===== src/der_csl_pkg.sv =====
// ----------------------------------------------------------------------------
// DER certificate span locator package
// Shared item and result types and fixed field widths.
// ----------------------------------------------------------------------------
`default_nettype none

package der_csl_pkg;

  // Width of the reported offset and length fields.
  localparam int LEN_W = 24;

  // Most long-form length octets a header may carry.
  localparam int MAX_LENGTH_OCTETS = 3;

  // One input item: a certificate byte and its end marker.
  typedef struct packed {
    logic [7:0] data_byte;
    logic       last_byte;
  } item_t;

  // One result item.
  typedef struct packed {
    logic             found;
    logic [LEN_W-1:0] span_offset;
    logic [LEN_W-1:0] span_length;
  } result_t;

endpackage

`default_nettype wire


===== src/der_certificate_span_locator.sv =====
// ----------------------------------------------------------------------------
// DER certificate span locator
// Streams a DER certificate and reports the offset and length of the whole
// certificate or of its SubjectPublicKeyInfo.
// ----------------------------------------------------------------------------
// The block takes one certificate byte per cycle and gives one result item
// on the byte marked last. An accepted byte is held in the input register,
// the header parser handles it from there, and the verdict is loaded into
// the result register when the parser takes the last byte. A byte per
// cycle is sustained; the input stalls only while a finished result waits
// in the result register and the byte to be parsed is another last byte.
// Writing the mode through cfg_we (only while idle) also restarts the
// parser.
`default_nettype none

module der_certificate_span_locator #(
  parameter int POSITION_BITS = 24
) (
  input  wire logic        clk,
  input  wire logic        rst,
  input  wire logic        cfg_we,
  input  wire logic        cfg_data,
  input  wire logic        in_valid,
  output logic             in_stall,
  input  wire logic [7:0]  data_byte,
  input  wire logic        last_byte,
  output logic             out_valid,
  input  wire logic        out_stall,
  output logic             found,
  output logic [23:0]      span_offset,
  output logic [23:0]      span_length
);

  der_csl_pkg::item_t   item;
  der_csl_pkg::result_t res;
  der_csl_pkg::result_t out_res;
  logic item_valid;
  logic take;
  logic res_valid;
  logic out_free;

  // A last byte is parsed only when its result has a place to go.
  assign take = item_valid && (!item.last_byte || out_free);

  der_csl_in_stage u_in (
    .clk        (clk),
    .rst        (rst),
    .in_valid   (in_valid),
    .in_stall   (in_stall),
    .data_byte  (data_byte),
    .last_byte  (last_byte),
    .take       (take),
    .item_valid (item_valid),
    .item       (item)
  );

  der_csl_parser #(
    .POSITION_BITS (POSITION_BITS)
  ) u_parser (
    .clk       (clk),
    .rst       (rst),
    .cfg_we    (cfg_we),
    .cfg_data  (cfg_data),
    .take      (take),
    .item      (item),
    .res_valid (res_valid),
    .res       (res)
  );

  der_csl_out_stage u_out (
    .clk       (clk),
    .rst       (rst),
    .res_valid (res_valid),
    .res       (res),
    .out_free  (out_free),
    .out_valid (out_valid),
    .out_stall (out_stall),
    .out_res   (out_res)
  );

  assign found       = out_res.found;
  assign span_offset = out_res.span_offset;
  assign span_length = out_res.span_length;

endmodule

`default_nettype wire


===== src/der_csl_in_stage.sv =====
// ----------------------------------------------------------------------------
// Input stage
// Registers one accepted item and holds it until the parser takes it.
// ----------------------------------------------------------------------------
`default_nettype none

module der_csl_in_stage (
  input  wire logic              clk,
  input  wire logic              rst,
  input  wire logic              in_valid,
  output logic                   in_stall,
  input  wire logic [7:0]        data_byte,
  input  wire logic              last_byte,
  input  wire logic              take,
  output logic                   item_valid,
  output der_csl_pkg::item_t     item
);

  logic accept;

  // The stage frees up in the same cycle that the parser takes its item.
  assign in_stall = item_valid && !take;
  assign accept   = in_valid && !in_stall;

  // Valid bit of the holding register.
  always_ff @(posedge clk) begin
    if (rst) begin
      item_valid <= 1'b0;
    end else if (accept) begin
      item_valid <= 1'b1;
    end else if (take) begin
      item_valid <= 1'b0;
    end
  end

  // Payload is loaded on acceptance only.
  always_ff @(posedge clk) begin
    if (accept) begin
      item.data_byte <= data_byte;
      item.last_byte <= last_byte;
    end
  end

endmodule

`default_nettype wire


===== src/der_csl_parser.sv =====
// ----------------------------------------------------------------------------
// DER header parser
// Walks tag, length and content of each element, one byte per cycle while
// bytes are taken, and produces the span verdict on the last byte of a certificate.
// ----------------------------------------------------------------------------
`default_nettype none

module der_csl_parser #(
  parameter int POSITION_BITS = 24
) (
  input  wire logic                 clk,
  input  wire logic                 rst,
  input  wire logic                 cfg_we,
  input  wire logic                 cfg_data,
  input  wire logic                 take,
  input  wire der_csl_pkg::item_t   item,
  output logic                      res_valid,
  output der_csl_pkg::result_t      res
);

  localparam int PB    = POSITION_BITS;
  localparam int LW    = der_csl_pkg::LEN_W;
  localparam int SUM_W = ((PB + 1 > LW) ? PB + 1 : LW) + 1;
  localparam logic [PB-1:0] POS_MAX = '1;

  // Element being parsed.
  localparam logic [3:0] STEP_CERT    = 4'd0;
  localparam logic [3:0] STEP_TBS     = 4'd1;
  localparam logic [3:0] STEP_VERSION = 4'd2;
  localparam logic [3:0] STEP_SERIAL  = 4'd3;
  localparam logic [3:0] STEP_SPKI    = 4'd8;

  // Expected tag numbers.
  localparam logic [31:0] TAG_SEQUENCE = 32'h10;
  localparam logic [31:0] TAG_VERSION  = 32'h00;
  localparam logic [31:0] TAG_INTEGER  = 32'h02;

  typedef enum logic [4:0] {
    PH_TAG  = 5'b00001,
    PH_TAGX = 5'b00010,
    PH_LEN  = 5'b00100,
    PH_LENX = 5'b01000,
    PH_SKIP = 5'b10000
  } phase_t;

  logic           mode;
  logic [PB-1:0]  pos, pos_next;
  logic [3:0]     step, step_next, step_tag;
  phase_t         phase, phase_next;
  logic [31:0]    tag, tag_next, tag_cand, tag_exp;
  logic           cons, cons_next;
  logic [LW-1:0]  acc, acc_next, len_cand;
  logic [1:0]     lleft, lleft_next;
  logic [LW-1:0]  skip, skip_next;
  logic [PB-1:0]  hstart, hstart_next;
  logic [PB-1:0]  loff, loff_next;
  logic [PB-1:0]  llen, llen_next;
  logic [PB:0]    span_end, span_end_next;
  logic           err, err_next;
  logic           done, done_next;
  logic           tag_end, hdr_end, take_err;
  logic [SUM_W-1:0] total;
  logic [7:0]     b;
  logic           trail_ok, found;

  assign b = item.data_byte;

  // Header plus content length of the element whose header ends now.
  assign total = SUM_W'(pos) + SUM_W'(1) - SUM_W'(hstart) + SUM_W'(len_cand);

  // Next state for one byte.
  always_comb begin
    pos_next      = pos;
    step_next     = step;
    phase_next    = phase;
    tag_next      = tag;
    cons_next     = cons;
    acc_next      = acc;
    lleft_next    = lleft;
    skip_next     = skip;
    hstart_next   = hstart;
    loff_next     = loff;
    llen_next     = llen;
    span_end_next = span_end;
    done_next     = done;
    tag_cand      = tag;
    len_cand      = acc;
    tag_end       = 1'b0;
    hdr_end       = 1'b0;
    take_err      = 1'b0;
    step_tag      = step;
    tag_exp       = TAG_SEQUENCE;

    if (!err && !done) begin
      unique case (phase)
        PH_TAG: begin
          hstart_next = pos;
          cons_next   = b[5];
          if (b[4:0] == 5'h1f) begin
            tag_next   = '0;
            phase_next = PH_TAGX;
          end else begin
            tag_cand = {27'd0, b[4:0]};
            tag_next = tag_cand;
            tag_end  = 1'b1;
          end
        end
        PH_TAGX: begin
          tag_cand = {tag[24:0], b[6:0]};
          tag_next = tag_cand;
          tag_end  = !b[7];
        end
        PH_LEN: begin
          if (cons && b == 8'h80) begin
            take_err = 1'b1;
          end else if (!b[7]) begin
            len_cand = LW'(b);
            acc_next = len_cand;
            hdr_end  = 1'b1;
          end else if (b[6:0] > 7'(der_csl_pkg::MAX_LENGTH_OCTETS)) begin
            take_err = 1'b1;
          end else begin
            len_cand   = '0;
            acc_next   = '0;
            lleft_next = b[1:0];
            if (b[1:0] == 2'd0) begin
              hdr_end = 1'b1;
            end else begin
              phase_next = PH_LENX;
            end
          end
        end
        PH_LENX: begin
          len_cand   = {acc[LW-9:0], b};
          acc_next   = len_cand;
          lleft_next = lleft - 2'd1;
          hdr_end    = (lleft == 2'd1);
        end
        PH_SKIP: begin
          skip_next = skip - LW'(1);
          if (skip == LW'(1)) begin
            phase_next = PH_TAG;
          end
        end
        default: begin
          take_err = 1'b1;
        end
      endcase
    end

    // Tag finished: an optional version that is absent falls to the serial.
    if (tag_end) begin
      if (step == STEP_VERSION && tag_cand != 32'd0) begin
        step_tag = STEP_SERIAL;
      end
      if (step_tag == STEP_VERSION) begin
        tag_exp = TAG_VERSION;
      end else if (step_tag == STEP_SERIAL) begin
        tag_exp = TAG_INTEGER;
      end
      step_next = step_tag;
      if (tag_cand != tag_exp) begin
        take_err = 1'b1;
      end else begin
        phase_next = PH_LEN;
      end
    end

    // Header finished: measure the span, enter the element, or skip it.
    if (hdr_end) begin
      if ((step == STEP_CERT && !mode) || step == STEP_SPKI) begin
        if (total > SUM_W'(POS_MAX)) begin
          take_err = 1'b1;
        end else begin
          loff_next     = hstart;
          llen_next     = PB'(total);
          span_end_next = (PB+1)'(total + SUM_W'(hstart));
          done_next     = 1'b1;
        end
      end else if (step <= STEP_TBS) begin
        step_next  = step + 4'd1;
        phase_next = PH_TAG;
      end else begin
        step_next = step + 4'd1;
        if (len_cand == '0) begin
          phase_next = PH_TAG;
        end else begin
          skip_next  = len_cand;
          phase_next = PH_SKIP;
        end
      end
    end

    // Position counts every byte but the last; overflow is an error.
    err_next = err || take_err;
    if (!item.last_byte) begin
      if (pos >= POS_MAX) begin
        err_next = 1'b1;
      end else begin
        pos_next = pos + PB'(1);
      end
    end
  end

  // Verdict on the last byte. A span measured on this very byte always
  // ends past the current position.
  assign trail_ok  = done && ({1'b0, pos} >= span_end);
  assign found     = !err_next && done_next && (!mode || trail_ok);
  assign res_valid = take && item.last_byte;

  always_comb begin
    res.found       = found;
    res.span_offset = found ? LW'(loff_next) : '0;
    res.span_length = found ? LW'(llen_next) : '0;
  end

  // Mode register.
  always_ff @(posedge clk) begin
    if (rst) begin
      mode <= 1'b0;
    end else if (cfg_we) begin
      mode <= cfg_data;
    end
  end

  // Parser state; cleared by reset, a mode write, or the end of a certificate.
  always_ff @(posedge clk) begin
    if (rst || cfg_we || (take && item.last_byte)) begin
      pos      <= '0;
      step     <= STEP_CERT;
      phase    <= PH_TAG;
      tag      <= '0;
      cons     <= 1'b0;
      acc      <= '0;
      lleft    <= '0;
      skip     <= '0;
      hstart   <= '0;
      loff     <= '0;
      llen     <= '0;
      span_end <= '0;
      err      <= 1'b0;
      done     <= 1'b0;
    end else if (take) begin
      pos      <= pos_next;
      step     <= step_next;
      phase    <= phase_next;
      tag      <= tag_next;
      cons     <= cons_next;
      acc      <= acc_next;
      lleft    <= lleft_next;
      skip     <= skip_next;
      hstart   <= hstart_next;
      loff     <= loff_next;
      llen     <= llen_next;
      span_end <= span_end_next;
      err      <= err_next;
      done     <= done_next;
    end
  end

endmodule

`default_nettype wire


===== src/der_csl_out_stage.sv =====
// ----------------------------------------------------------------------------
// Output stage
// Result register that holds a verdict until the receiver takes it.
// ----------------------------------------------------------------------------
`default_nettype none

module der_csl_out_stage (
  input  wire logic                  clk,
  input  wire logic                  rst,
  input  wire logic                  res_valid,
  input  wire der_csl_pkg::result_t  res,
  output logic                       out_free,
  output logic                       out_valid,
  input  wire logic                  out_stall,
  output der_csl_pkg::result_t       out_res
);

  // The register can load when empty or when its item leaves this cycle.
  assign out_free = !out_valid || !out_stall;

  always_ff @(posedge clk) begin
    if (rst) begin
      out_valid <= 1'b0;
    end else if (res_valid) begin
      out_valid <= 1'b1;
    end else if (!out_stall) begin
      out_valid <= 1'b0;
    end
  end

  always_ff @(posedge clk) begin
    if (res_valid) begin
      out_res <= res;
    end
  end

endmodule

`default_nettype wire


===== config.mk =====
export PLATFORM = sky130hd
export DESIGN_NAME = der_certificate_span_locator
export DESIGN_NICKNAME = d
export VERILOG_FILES = /design/src/der_csl_pkg.sv /design/src/der_certificate_span_locator.sv /design/src/der_csl_in_stage.sv /design/src/der_csl_parser.sv /design/src/der_csl_out_stage.sv
export SDC_FILE = /design/constraint.sdc
export NUM_CORES = 1
export LEC_CHECK = 0
export BUFFER_PORTS_ARGS = -buffer_cell sky130_fd_sc_hd__buf_2
export CAP_MARGIN = 5
export CORE_MARGIN = 8
export CORE_UTILIZATION = 41
export DETAILED_ROUTE_END_ITERATION = 16
export PLACE_DENSITY_LB_ADDON = 0.1
export SETUP_SLACK_MARGIN = 0.4
export SLEW_MARGIN = 20
export SYNTH_ARGS = -nofsm -noshare
export SYNTH_HDL_FRONTEND = slang
export SYNTH_SLANG_ARGS = --single-unit

===== constraint.sdc =====
create_clock -name clk -period 10.1 [get_ports clk]
set_clock_uncertainty 0.2 [all_clocks]
set_input_delay 2.02 -clock clk [delete_from_list [all_inputs] [get_ports clk]]
set_output_delay 2.02 -clock clk [all_outputs]
set_load 0.02 [all_outputs]

## After elaboration in Yosys (flattened, before gate mapping)

Cells that the tools add are included.

- Reductions and logical operators: 41
- Add/subtract/negate cells: 8
- Divide/modulo/power cells: 0
- Shifts and indexed selects: 0
- Magnitude comparators: 5
- Equal/unequal tests: 18
- Multiply operators: 0
- Bitwise operators: 3
- Multiplexer cells: 76

Operators by type and width:

| cell | number |
|---|---|
| 24-bit 2-to-1 mux | 16 |
| 32-bit 2-to-1 mux | 4 |
| 32-bit case mux with 2 select lines | 2 |
| 5-bit 2-to-1 mux | 15 |
| 24-bit case mux with 2 select lines | 1 |
| 32-bit inequality test | 1 |
| 32-bit nonzero test | 1 |
| 26-bit by 24-bit adder with 26-bit output | 1 |
| 26-bit by 24-bit > comparator with 1-bit output, second input constant | 1 |
| 26-bit by 24-bit subtractor with 26-bit output | 1 |
| 24-bit by 1-bit adder with 25-bit output, second input constant | 1 |
| 25-bit by 24-bit adder with 25-bit output | 1 |
| 24-bit by 25-bit >= comparator with 1-bit output | 1 |
| 1-bit 2-to-1 mux | 25 |
| 24-bit by 1-bit adder with 24-bit output, second input constant | 1 |
| 24-bit by 1-bit equality test with 1-bit output, second input constant | 1 |
| 24-bit >= comparator, second input constant | 1 |
| 24-bit zero test | 1 |
| 24-bit by 1-bit subtractor with 24-bit output, second input constant | 1 |
| 4-bit 2-to-1 mux | 5 |
| 5-bit case mux with 3 select lines | 1 |
| 4-bit by 2-bit equality test with 1-bit output, second input constant | 3 |
| 1-bit logical AND | 11 |
| 5-bit equality test, second input constant | 2 |
| other kinds (26) | 53 |

- Register bits after elaboration: 276
- Input bits: 15
- Logic and storage cells: 173
- Bits in latches: 0
- Memory bits (writable): 0
- ROM bits: 0
- Output and inout port bits: 51
- Memories kept: 0

## Depth between registers and ports, before layout

Gate-level depths: netlist (run 1).

- Depth after elaboration: 24
- Gate-level depth with buffers: 31
- Mapped depth without buffers: 27

## Modules after synthesis

Synthesis (run 1) repeated with hierarchy kept, for this count alone.

- Cell total of the unflattened synthesis: 1,882
- Area, all modules: 15,827.7 µm²

Modules (own cells, without submodules):

| module | area each (µm²) | times used | cells each | sequential area each (µm²) |
|---|---|---|---|---|
| der_csl_parser | 13,992.2 | 1 | 1,814 | 4,324.1 |
| der_csl_out_stage | 1,503.9 | 1 | 53 | 1,491.4 |
| der_csl_in_stage | 320.3 | 1 | 13 | 290.3 |
| der_certificate_span_locator | 11.3 | 1 | 2 | 0.0 |

## Worst setup path before layout (run 1)

OpenSTA, ideal clock, no wires.

- Path type: reg-to-reg
- From: register u_parser.phase[4]
- To: register u_parser.span_end[23]
- Data arrival time: 7.174 ns
- Setup time: 0.070 ns
- Stages on the path, launching flop included: 30
- Period minus slack after synthesis: 7.444 ns
- Slack: 2.656 ns
- Data required time: 9.830 ns
- Path buffers: 4
- Cells stage by stage: dfxtp_1 -> buf_6 -> or3_1 -> clkbuf_1 -> nor3b_1 -> a21oi_1 -> nand2b_1 -> clkbuf_1 -> clkbuf_1 -> a22oi_1 -> fa_1 -> inv_1 -> ha_1 -> a21o_1 -> or3_1 -> o21ai_0 -> o22ai_1 -> a21o_1 -> a2111o_1 -> o311ai_0 -> ha_1 -> a21o_1 -> a21oi_1 -> inv_1 -> a2111o_1 -> a2111oi_0 -> nor3_1 -> or4_1 -> a31o_2 -> a21oi_1

- Cells in the longest elaborated chain, start to end: 7

Ends and longest elaborated chain:

| element | RTL line | source |
|---|---|---|
| start: declaration | der_csl_parser.sv:49 | `phase_t phase, phase_next;` |
| start signal: assignment | der_csl_parser.sv:246 | `phase <= phase_next;` |
| 5-bit by 4-bit equality test with 1-bit output / 5-bit by 3-bit equality test with 1-bit output (equally long branches) | der_csl_parser.sv:95 | `unique case (phase)` |
| 24-bit case mux with 2 select lines | der_csl_parser.sv:95 |  |
| 24-bit 2-to-1 mux | der_csl_parser.sv:94 | `if (!err && !done) begin` |
| 26-bit by 24-bit adder with 26-bit output | der_csl_parser.sv:69 | `assign total = SUM_W'(pos) + SUM_W'(1) - SUM_W'(hstart) + SUM_W'(len_cand);` |
| 26-bit by 24-bit > comparator with 1-bit output | der_csl_parser.sv:172 | `if (total > SUM_W'(POS_MAX)) begin` |
| 1-bit NOT (no line) | - |  |
| 4-bit AND reduction (no line) | - |  |
| end signal: assignment | der_csl_parser.sv:255 | `span_end <= span_end_next;` |
| end: declaration | der_csl_parser.sv:58 | `logic [PB:0] span_end, span_end_next;` |

Parallel ways exist; a longest one is shown, timed or not.
A chain may end at the register's enable or synchronous reset.

## Worst setup path after layout (run 1)

- From: register u_parser.phase[0]
- To: register u_parser.span_end[23]

Same word-level chain as after synthesis.

==> results of run 1 <==
==> cell usage after synthesis (5+ instances only) <==
cell type | n | share of area, %
sky130_fd_sc_hd__a211oi_1 | 32 | 1.5
sky130_fd_sc_hd__a21o_1 | 30 | 1.4
sky130_fd_sc_hd__a21oi_1 | 147 | 4.5
sky130_fd_sc_hd__a221oi_1 | 6 | 0.32
sky130_fd_sc_hd__a22o_1 | 12 | 0.64
sky130_fd_sc_hd__a22oi_1 | 22 | 1.0
sky130_fd_sc_hd__a311oi_1 | 5 | 0.27
sky130_fd_sc_hd__a31oi_1 | 15 | 0.58
sky130_fd_sc_hd__and2_1 | 8 | 0.31
sky130_fd_sc_hd__and3_1 | 19 | 0.73
sky130_fd_sc_hd__buf_2 | 15 | 0.46
sky130_fd_sc_hd__clkbuf_1 | 81 | 1.9
sky130_fd_sc_hd__dfxtp_1 | 218 | 27
sky130_fd_sc_hd__edfxtp_1 | 58 | 11
sky130_fd_sc_hd__fa_1 | 25 | 3.1
sky130_fd_sc_hd__ha_1 | 82 | 6.3
sky130_fd_sc_hd__inv_1 | 96 | 2.2
sky130_fd_sc_hd__mux2i_1 | 116 | 7.1
sky130_fd_sc_hd__nand2_1 | 171 | 3.9
sky130_fd_sc_hd__nand2b_1 | 13 | 0.50
sky130_fd_sc_hd__nand3_1 | 62 | 1.9
sky130_fd_sc_hd__nand4_1 | 23 | 0.88
sky130_fd_sc_hd__nor2_1 | 274 | 6.3
sky130_fd_sc_hd__nor2b_1 | 11 | 0.42
sky130_fd_sc_hd__nor3_1 | 38 | 1.2
sky130_fd_sc_hd__nor3b_1 | 9 | 0.41
sky130_fd_sc_hd__nor4_1 | 20 | 0.77
sky130_fd_sc_hd__o2111ai_1 | 5 | 0.27
sky130_fd_sc_hd__o211ai_1 | 10 | 0.46
sky130_fd_sc_hd__o21a_1 | 12 | 0.55
sky130_fd_sc_hd__o21ai_0 | 73 | 2.2
sky130_fd_sc_hd__o21bai_1 | 5 | 0.23
sky130_fd_sc_hd__o22ai_1 | 7 | 0.27
sky130_fd_sc_hd__or3_1 | 13 | 0.50
sky130_fd_sc_hd__or4_1 | 10 | 0.46
sky130_fd_sc_hd__xnor2_1 | 45 | 2.4
sky130_fd_sc_hd__xor2_1 | 38 | 2.0
==> flip-flops by register name, indices dropped and copies added (netlist names), 2 cells and up <==
| signal | flops |
|---|---|
| u_in.item | 9 |
| u_parser.step | 4 |
| u_parser.tag | 32 |
| u_parser.span_end | 25 |
| u_parser.phase | 5 |
| u_parser.llen | 24 |
| u_parser.skip | 24 |
| u_parser.hstart | 24 |
| u_parser.pos | 24 |
| u_out.out_res | 49 |
| u_parser.loff | 24 |
| u_parser.lleft | 2 |
| u_parser.acc | 24 |
==> power breakdown <==
group	leakage, nW	switching (mW)	internal [mW]	total, mW
Combinational	4.68	0.209	0.112	0.321
Clock	0.459	0.471	0.619	1.09
Sequential	2.34	0.0106	1.13	1.14
Total	7.48	0.690	1.86	2.55
==> area by class of cell <==
type	count	share of cell area (%)
Clock buffer	44	4.81
Clock inverter	12	0.542
Inverter	96	2.00
Multi-Input combinational cell	1435	52.7
Sequential cell	276	33.9
Tap cell	525	3.65
Timing Repair Buffer	79	2.39
==> final timing paths <==
| check | cells after the start | slack [ps] | start | endpoint |
|---|---|---|---|---|
| max reg2reg | 27 | 1390 | u_parser.phase[0] | u_parser.span_end[23] |
| min | 2 | 250 | u_parser.llen[22] | u_parser.llen[22] |
| min reg2reg | 2 | 250 | u_parser.llen[22] | u_parser.llen[22] |
| max | 27 | 1390 | u_parser.phase[0] | u_parser.span_end[23] |
==> cell families after synthesis <==
family	count (synthesis)	synth area share [%]
xor+xnor	83	4.46
buf+inv	198	4.79
flops	276	37.5
compound gates	432	17.1
mux	119	7.38
fa+ha+maj	107	9.36
simple gates	694	19.5
==> per-stage QoR <==
stage                     std cells  hold slack [ps]
after floorplan                1909              226
after global placement         2411              240
after detailed placement       2411              249
after CTS                      2467              257
after global routing           2467              273
final                          2467              255
==> critical path, cell delays in order (launching register included) <==
cell and delay [ps]:
sky130_fd_sc_hd__dfxtp_1 440, sky130_fd_sc_hd__or3_1 500, sky130_fd_sc_hd__nor3b_2 460, sky130_fd_sc_hd__a21oi_1 170, sky130_fd_sc_hd__nand2b_1 540, sky130_fd_sc_hd__a22oi_1 550, sky130_fd_sc_hd__ha_1 320, sky130_fd_sc_hd__inv_1 70
sky130_fd_sc_hd__ha_1 190, sky130_fd_sc_hd__inv_1 70, sky130_fd_sc_hd__fa_1 400, sky130_fd_sc_hd__nand2b_1 190, sky130_fd_sc_hd__a21oi_1 240, sky130_fd_sc_hd__o21ai_0 200, sky130_fd_sc_hd__o22ai_1 420, sky130_fd_sc_hd__a21o_1 290
sky130_fd_sc_hd__a21oi_1 90, sky130_fd_sc_hd__o311ai_0 560, sky130_fd_sc_hd__ha_1 420, sky130_fd_sc_hd__a21o_1 230, sky130_fd_sc_hd__a21oi_1 240, sky130_fd_sc_hd__inv_1 70, sky130_fd_sc_hd__a2111o_1 390, sky130_fd_sc_hd__a2111oi_0 420
sky130_fd_sc_hd__nor3_1 170, sky130_fd_sc_hd__or4_1 420, sky130_fd_sc_hd__a31o_2 240, sky130_fd_sc_hd__a21oi_1 140
==> layout by cell type (no fill, tap or decap), types with 32 or more instances in the layout <==
cell type,count
sky130_fd_sc_hd__o21ai_0,73
sky130_fd_sc_hd__dfxtp_1,218
sky130_fd_sc_hd__ha_1,82
sky130_fd_sc_hd__clkbuf_16,32
sky130_fd_sc_hd__inv_1,96
sky130_fd_sc_hd__a21oi_1,147
sky130_fd_sc_hd__buf_2,65
sky130_fd_sc_hd__nand3_1,60
sky130_fd_sc_hd__nand2_1,170
sky130_fd_sc_hd__edfxtp_1,58
sky130_fd_sc_hd__nor2_1,273
sky130_fd_sc_hd__xor2_1,38
sky130_fd_sc_hd__a211oi_1,32
sky130_fd_sc_hd__xnor2_1,45
sky130_fd_sc_hd__nor3_1,37
sky130_fd_sc_hd__mux2i_1,116
==> layer usage <==
metal,global-route usage (%),vias up
li1,-,6811
met2,33.2,324
met1,25.8,6613
met4,5.70,0
met3,2.38,75
met5,0,-
==> run summary, run 1 <==
The flow ran to the end, and the final reports show no timing, DRC or antenna violations. Sequential elements use between 30% and 40% of the synthesized area. The final non-filler cell area came out at approximately 18000 um^2. Once the floorplan was initialized, standard cells occupied 41.3% of the core. The final wirelength is approximately 46000 um. The mean number of vias per cell came out at around 5.6. The post-detailed-placement cell area is ~17000 um^2. TritonCTS built the clock tree. The final setup TNS came out at 0 ps. The area of the core came out at 39500 um^2.

In this run the post-CTS setup repair buffer count came out at 0. The total power per unit cell area came out at approximately 140 nW/um^2. The largest fanout of any net on the critical path came out at 22.

The first global-routing pass estimated around 75000 um of wire. After clock tree synthesis, the flow added hold-fix buffers numbering 0. Setup repair after global routing left no endpoint under its margin. The global placement routability congestion is ~0.88.

The average wire length per cell after detail routing is around 19 um. The count of boundary I/O pins is between 60 and 70. The overflow left after global routing came out at 0.

The buffer cell driving the clock tree root is sky130_fd_sc_hd__clkbuf_16. The repair_antennas step left the layout with diodes totalling 0. The highest attainable clock frequency came out at 0.115 GHz. The setup slack at placement came out at between 1000 and 1500 ps. The met1 wire length is between 20000 and 25000 um. The worst slew margin relative to its limit came out at between 20 and 30%. The floorplan has 73 rows. The final cell utilization of the core came out at 45.6%. The TritonCTS buffer count came out at 31. The final setup slack of the worst path came out at 1390 ps. Data arrives at the worst endpoint at between 9000 and 10000 ps. The critical path is of the register to register type. The routed length on met2 came out at 21800 um. The final number of setup-violating endpoints is 0. The area used by sequential logic in the layout is 6110 um^2. Port buffering added 65 buffers. The post-synthesis cell area came out at around 16000 um^2. The synthesized netlist net count is around 2000. The count of different cell masters after synthesis is 84.

The design draws about 2.6 mW. The number of nets in the finished design is 2041. The worst path uses between 80% and 90% of the clock period. The signed area change from the synthesized netlist to the final layout came out at 10.4%. The final max-slew violation count came out at 0. The clock net in this run drives a total of ~280 sinks.

The first-pass iteration count of the detailed router is 5. The worst-skew pair later-pin latency came out at 590 ps. The fill cell total of the finished layout is slightly below 4000. The static leakage is 7.48 nW.

The worst IR drop on VDD is 0.112 mV. The routed design could run at a clock period as short as around 8700 ps. The longest clock path from root to sink contains 3 buffers. The die covers 46400 um^2. The number of synthesis warnings came out at 0.

The total number of H-tree levels came out at 1. The die is 215 um wide. A synthesized cell averages about 8.5 um^2. The number of flip-flops and latches in the synthesized netlist is ~280.

The worst setup path is captured at a register. The area of the multi-input gates came out at approximately 9500 um^2. The DRC violation count after routing is 0.

The number of gates resized after CTS was 0. The class of the most critical hold timing path is register to register. For the worst setup path, the data required time is 10400 ps. The number of cells produced by synthesis came out at 1909. Wire segments on met3 add up to between 2000 and 2500 um in the final route.

The share of synthesized flip-flops with an asynchronous set or reset came out at 0%. The number of global-route vias before repair is about 13000. The most used flip-flop cell after synthesis is sky130_fd_sc_hd__dfxtp_1. The number of antenna violations at the first check in global routing came out at 1. Counting flops with a built-in enable in the synthesized netlist gives between 50 and 60.

Detailed placement ended at an HPWL of approximately 34000 um. The count of nets left with antenna violations once routing finished came out at 0. The chip height came out at about 220 um.

The number of hold violations in the final report came out at 0. Across every metal layer, demand over resource in global routing totals 19.6%. The ratio of cells with drive above 1 in the final layout came out at under 10%. At the pin with the least slew margin, the transition time is 1090 ps. STA classifies the critical path startpoint as a register.

The vias after detailed routing is ~14000. Entering global routing, the biggest net connects 88 pins. The highest routing layer actually used is met4. Clock-pin slew was measured on the worst setup and hold paths at 60 ps. In this run, the number of DRC markers left after iteration 0 of detailed routing was between 1000 and 1500.

The number of max-cap violations came out at 0.
Note: power is estimated with default switching activity, not from simulation.
==> run 2: changes to the inputs <==
--- a/config.mk
+++ b/config.mk
@@ -5,14 +5,14 @@
 export SDC_FILE = /design/constraint.sdc
 export NUM_CORES = 1
 export LEC_CHECK = 0
+export ABC_AREA = 1
 export BUFFER_PORTS_ARGS = -buffer_cell sky130_fd_sc_hd__buf_2
 export CAP_MARGIN = 5
 export CORE_MARGIN = 8
-export CORE_UTILIZATION = 41
+export CORE_UTILIZATION = 35
 export DETAILED_ROUTE_END_ITERATION = 16
 export PLACE_DENSITY_LB_ADDON = 0.1
 export SETUP_SLACK_MARGIN = 0.4
-export SLEW_MARGIN = 20
 export SYNTH_ARGS = -nofsm -noshare
 export SYNTH_HDL_FRONTEND = slang
 export SYNTH_SLANG_ARGS = --single-unit
==> run 2 against run 1 <==
Flip-flop and latch count unchanged. Sequential share of layout area down 0.83 points. Global-route usage about the same. Power rose by 13%. Cell count grew 19%. Register-to-register slack improved by 1700 ps. Die area up 18%. Combinational power increased by 65%. Design area increased by 2.5%. Via count up 7.6%. Critical path type unchanged. Highest routed layer unchanged.
==> run summary, run 2 <==
The combinational family with the most area after synthesis was simple AND/OR/NAND/NOR gates (unchanged). The leading cell type by number of instances after synthesis is sky130_fd_sc_hd__nand2_1 (was sky130_fd_sc_hd__nor2_1). The fraction of the mapped netlist area in simple logic gates came to 22.3% (was 19.5%). The synthesized-area fraction occupied by ao, oa, aoi and oai cells came out at 17.5% (was 17.1%). The highest attainable clock frequency is 0.142 GHz (was 0.115 GHz). The critical path's largest stage delay was 800 ps (was 560 ps). The total number of H-tree levels is 2 (was 1).

The reg-to-reg startpoint is u_parser.err (was u_parser.phase[0]). The multiplexer fraction of the synthesized cell area is 0.0604% (was 7.38%). The register-to-register setup slack was 3050 ps (was 1390 ps). The worst-skew pair later-pin latency came out at 540 ps (was 590 ps). The area of the core is 46700 um^2 (was 39500 um^2).

The area share of the largest cell type after synthesis came out at 26.3% (was 26.8%). The final max-slew violation count came out at 0 (unchanged). The buffering stage count on the worst path with inverters included was 5 (was 3).

The most prevalent standard cell on the critical path was sky130_fd_sc_hd__inv_1 (was sky130_fd_sc_hd__a21oi_1). The class of the most critical hold timing path is register to register (unchanged). The flip-flop count of the largest register, all copies and words added came to 49 (unchanged). The met1 wire length came to 26200 um (was 21200 um). The buffer depth of the longest clock path came out at 3 (unchanged). The DRC violation total after the first TritonRoute iteration came out at 1262 (was 1024). The type of the setup path with the least slack is register to register (unchanged). The cell depth of the worst min-delay path came to 2 (unchanged).

The post-synthesis adder-cell area fraction was 9.21% (was 9.36%). The number of flip-flops and latches in the synthesized netlist is 276 (unchanged). The switching part of the total is 30.5% (was 27.0%). The depth of the worst register-to-register path is 23 (was 27). The total power per unit cell area is 157 nW/um^2 (was 142 nW/um^2). The routed length on met3 came to 2650 um (was 2240 um).

The DRC violation count after routing came out at 0 (unchanged). The master of the slowest instance on the critical path is sky130_fd_sc_hd__nand3_2 (was sky130_fd_sc_hd__o311ai_0). The synthesized netlist net count came out at 2406 (was 2031). The worst slew margin relative to its limit is 25.9% (was 27.0%). The count of different cell masters after synthesis was 54 (was 84).

The combinational group share of total power is 18.3% (was 12.6%). The number of hold violations in the final report is 0 (unchanged). The worst hold margin came out at 254 ps (was 255 ps). The routed length on met2 came to 23300 um (was 21800 um). The first-pass GRT wire length is 83100 um (was 74800 um).

The number of cells produced by synthesis is 2284 (was 1909). The cts-stage hold buffer count came out at 0 (unchanged). The area share of xor/xnor cells in the synthesized design came out at 4.28% (was 4.46%). The total track usage is 19.5% (was 19.6%). The share of synthesized flip-flops with an asynchronous set or reset is 0% (unchanged). The post-synthesis cell area came to 16600 um^2 (was 16300 um^2). The global placement routability congestion is 0.929 (was 0.881). RSZ-0062 raised after global routing: no (unchanged). The setup fix buffers added after clock tree synthesis came to 0 (unchanged). The count of cells resized by post-cts repair came to 0 (unchanged). The signal on the critical path passes through nor2_2 > inv_1 > nor2_2 > nand2_2 > a22oi_1 > inv_1 > fa_1 > inv_1 > fa_1 > inv_1 > nand3_1 > nand2_1 > a21oi_1 > o21bai_1 > nand3_1 > nand3_1 > xor2_1 > nor2_2 > nand2_2 > buf_4 > o21ai_2 > nand3_2 > a21oi_1. The first-pass iteration count of the detailed router is 5 (unchanged).

The number of clock sinks was 276 (unchanged). The static leakage is 8.37 nW (was 7.48 nW). The die footprint came out at 54600 um^2 (was 46400 um^2).

The number of max-cap violations is 0 (unchanged). The element type at the critical path end is a register (unchanged). The chip height came out at 234 um (was 215 um).

The die width is 234 um (was 215 um). The final wirelength is 53300 um (was 46500 um). The fill cell total of the finished layout is 4886 (was 3937). The worst IR drop on VDD is 0.105 mV (was 0.112 mV). The final number of setup-violating endpoints is 0 (unchanged). The number of inserted diodes came out at 0 (unchanged). The initial cell density of the core is 35.5% (was 41.3%).

The sum of net half-perimeters after detailed placement was 39900 um (was 33800 um). The TritonCTS buffer count came out at 35 (was 31). Top cells by instance count after synthesis: sky130_fd_sc_hd__nand2_1, sky130_fd_sc_hd__inv_1, sky130_fd_sc_hd__nor2_1 (was sky130_fd_sc_hd__nor2_1, sky130_fd_sc_hd__dfxtp_1, sky130_fd_sc_hd__nand2_1).

The signed area change from the synthesized netlist to the final layout came out at 11.3% (was 10.4%). The sequential fraction of the synthesis area is 36.8% (was 37.5%). The clock tree from TritonCTS is done (unchanged). The kind of cell adding the most delay to the critical path is simple AND/OR/NAND/NOR gates (was compound AO/OA/AOI/OAI gates). The highest routing layer actually used is met4 (unchanged).

The internal power consumption came out at 2.01 mW (was 1.86 mW). The clock period minus worst slack is 7050 ps (was 8710 ps). The maximum number of pins on one net before global-route repair came to 93 (was 88). The endpoint of the lowest-slack register-to-register path is u_out.out_res[47] (was u_parser.span_end[23]). The number of synthesis warnings is 0 (unchanged).

The overflow left after global routing came out at 0 (unchanged). The number of enable flip-flop cells after synthesis is 58 (unchanged). The total of buffers placed on input and output ports came out at 65 (unchanged). The portion of total power attributed to the clock network came out at 41.4% (was 42.7%).

The largest fanout of any net on the critical path came out at 92 (was 22). The sort of element at the start of the critical path is a register (unchanged). The startpoint of the tightest hold check path is u_parser.llen[18] (was u_parser.llen[22]).

Status: finished, final reports clean (unchanged). Largest registers: u_out.out_res: 49 flops, u_parser.tag: 32 flops, u_parser.span_end: 25 flops (unchanged). The register ranked first by flip-flop count is u_out.out_res (unchanged). The ratio of cells with drive above 1 in the final layout is 7.24% (was 8.14%).

The final antenna-violating net count came to 0 (unchanged). The relative contribution of sequential cells to total power came out at 40.3% (was 44.8%). The buffer cell driving the clock tree root was sky130_fd_sc_hd__clkbuf_16 (unchanged). The mean number of vias per cell came out at 5.06 (was 5.60). The clock transition time at the flip-flop clock pins of the worst setup and hold paths came out at 60 ps (about the same). The mean instance size in the synthesized netlist is 7.26 um^2 (was 8.54 um^2). The average wire length per cell after detail routing was 18.1 um (was 18.8 um).

The number of nets in the finished design was 2431 (was 2041). The flip-flop cell with the highest count after synthesis is sky130_fd_sc_hd__dfxtp_1 (unchanged). The portion of the clock cycle consumed by the worst path in the final layout is 69.8% (was 86.3%). The final setup TNS came to 0 ps (unchanged). The endpoint required time on the critical path came out at 10230 ps (was 10400 ps). The power dissipated by switching net loads is 0.884 mW (was 0.690 mW). The critical path data arrival time came out at 7170 ps (was 9010 ps).

The number of antenna violations at the first check in global routing came out at 3 (was 1). The hold path endpoint is u_parser.llen[18] (was u_parser.llen[22]). The measured slew at the worst slew-check pin came out at 1110 ps (was 1090 ps). Most area-consuming cells after synthesis: sky130_fd_sc_hd__dfxtp_1, sky130_fd_sc_hd__nand2_1, sky130_fd_sc_hd__edfxtp_1, sky130_fd_sc_hd__inv_1, sky130_fd_sc_hd__a21oi_1 (was sky130_fd_sc_hd__dfxtp_1, sky130_fd_sc_hd__edfxtp_1, sky130_fd_sc_hd__mux2i_1, sky130_fd_sc_hd__nor2_1, sky130_fd_sc_hd__ha_1). Top library cells by usage in the layout, fill and taps aside: sky130_fd_sc_hd__nand2_1, sky130_fd_sc_hd__inv_1, sky130_fd_sc_hd__nor2_1 (was sky130_fd_sc_hd__nor2_1, sky130_fd_sc_hd__dfxtp_1, sky130_fd_sc_hd__nand2_1). The biggest area consumer among synthesized cells is sky130_fd_sc_hd__dfxtp_1 (unchanged). The number of global-route vias before repair came out at 14348 (was 13443). The most common cell after layout, fill and taps aside was sky130_fd_sc_hd__nand2_1 (was sky130_fd_sc_hd__nor2_1).

The count of boundary I/O pins is 66 (unchanged). The floorplan row count came to 79 (was 73). The vias after detailed routing is 14878 (was 13823).
==> run 2: cell count changes after synthesis, moves of 23 or more <==
cell / before / now
sky130_fd_sc_hd__o21ai_0: 73 / 192
sky130_fd_sc_hd__a21oi_1: 147 / 212
sky130_fd_sc_hd__mux2i_1: 116 / 1
sky130_fd_sc_hd__inv_1: 96 / 322
sky130_fd_sc_hd__nand2_1: 171 / 474
sky130_fd_sc_hd__a21o_1: 30 / 7
sky130_fd_sc_hd__nor2_1: 274 / 221
sky130_fd_sc_hd__o211ai_1: 10 / 54
==> run 2: per-layer routing <==
metal  track usage (%)  vias to the layer above
li1                  -                     7524
met3              3.09                       66
met4              5.03                        0
met5                 0                        -
met1              27.7                     6947
met2              30.6                      341
==> run 2: worst min-delay path, cell delays in order, from the launching register on <==
cell	delay [ps]
sky130_fd_sc_hd__dfxtp_1	290
sky130_fd_sc_hd__inv_1	60
sky130_fd_sc_hd__a21oi_1	60
==> run 2: worst max-delay path by stage <==
stage / start / to / slack (ps) / cells after the start
6_report: u_parser.err / u_out.out_res[47] / 3050 / 23
3_5_place_dp: u_parser.err / u_out.out_res[47] / 2970 / 23
3_3_place_gp: u_parser.err / u_out.out_res[23] / 3310 / 23
2_1_floorplan: u_parser.phase[0] / u_parser.span_end[21] / 4940 / 31
4_1_cts: u_parser.err / u_out.out_res[47] / 2950 / 23
5_1_grt: u_parser.pos[2] / u_out.out_res[47] / 2400 / 27
==> run 2: final cells by class <==
type / count / area [um^2] / area share [%]
clock buffer: 48 / 977 / 5.30
inverter: 328 / 1240 / 6.70
clock inverter: 15 / 106 / 0.577
timing repair buffer: 76 / 408 / 2.21
sequential: 276 / 6110 / 33.1
tap: 607 / 759 / 4.12
multi-input combinational: 1592 / 8850 / 48.0
==> run 2: cell families (layout without fill, tap and decap cells) <==
family / after synthesis / count (layout)
flops: 276 / 276
mux: 1 / 1
simple gates: 874 / 874
buf+inv: 416 / 467
fa+ha+maj: 107 / 107
compound gates: 529 / 529
xor+xnor: 81 / 81
==> run 2: power by group through the flow <==
stage	Clock (mW)	Combinational (mW)	Sequential [mW]
detailed placement	0	0.523	1.19
CTS	1.24	0.526	1.17
global placement	0	0.527	1.19
floorplan	0	0.364	1.19
global route	1.27	0.591	1.17
finish	1.20	0.529	1.17
==> run 2: metrics by stage <==
| stage | total power, mW | std cells | util, % | cell area (um^2) | setup WS (ps) |
|---|---|---|---|---|---|
| 2_1_floorplan | 1.55 | 2284 | - | 16600 | 4940 |
| 3_3_place_gp | 1.72 | 2879 | 37.2 | 17400 | 3310 |
| 3_5_place_dp | 1.71 | 2879 | 37.2 | 17400 | 2970 |
| 4_1_cts | 2.93 | 2942 | 39.5 | 18400 | 2950 |
| 5_1_grt | 3.03 | 2942 | 39.5 | 18400 | 2400 |
| 6_report | 2.90 | 2942 | 39.5 | 18400 | 3050 |
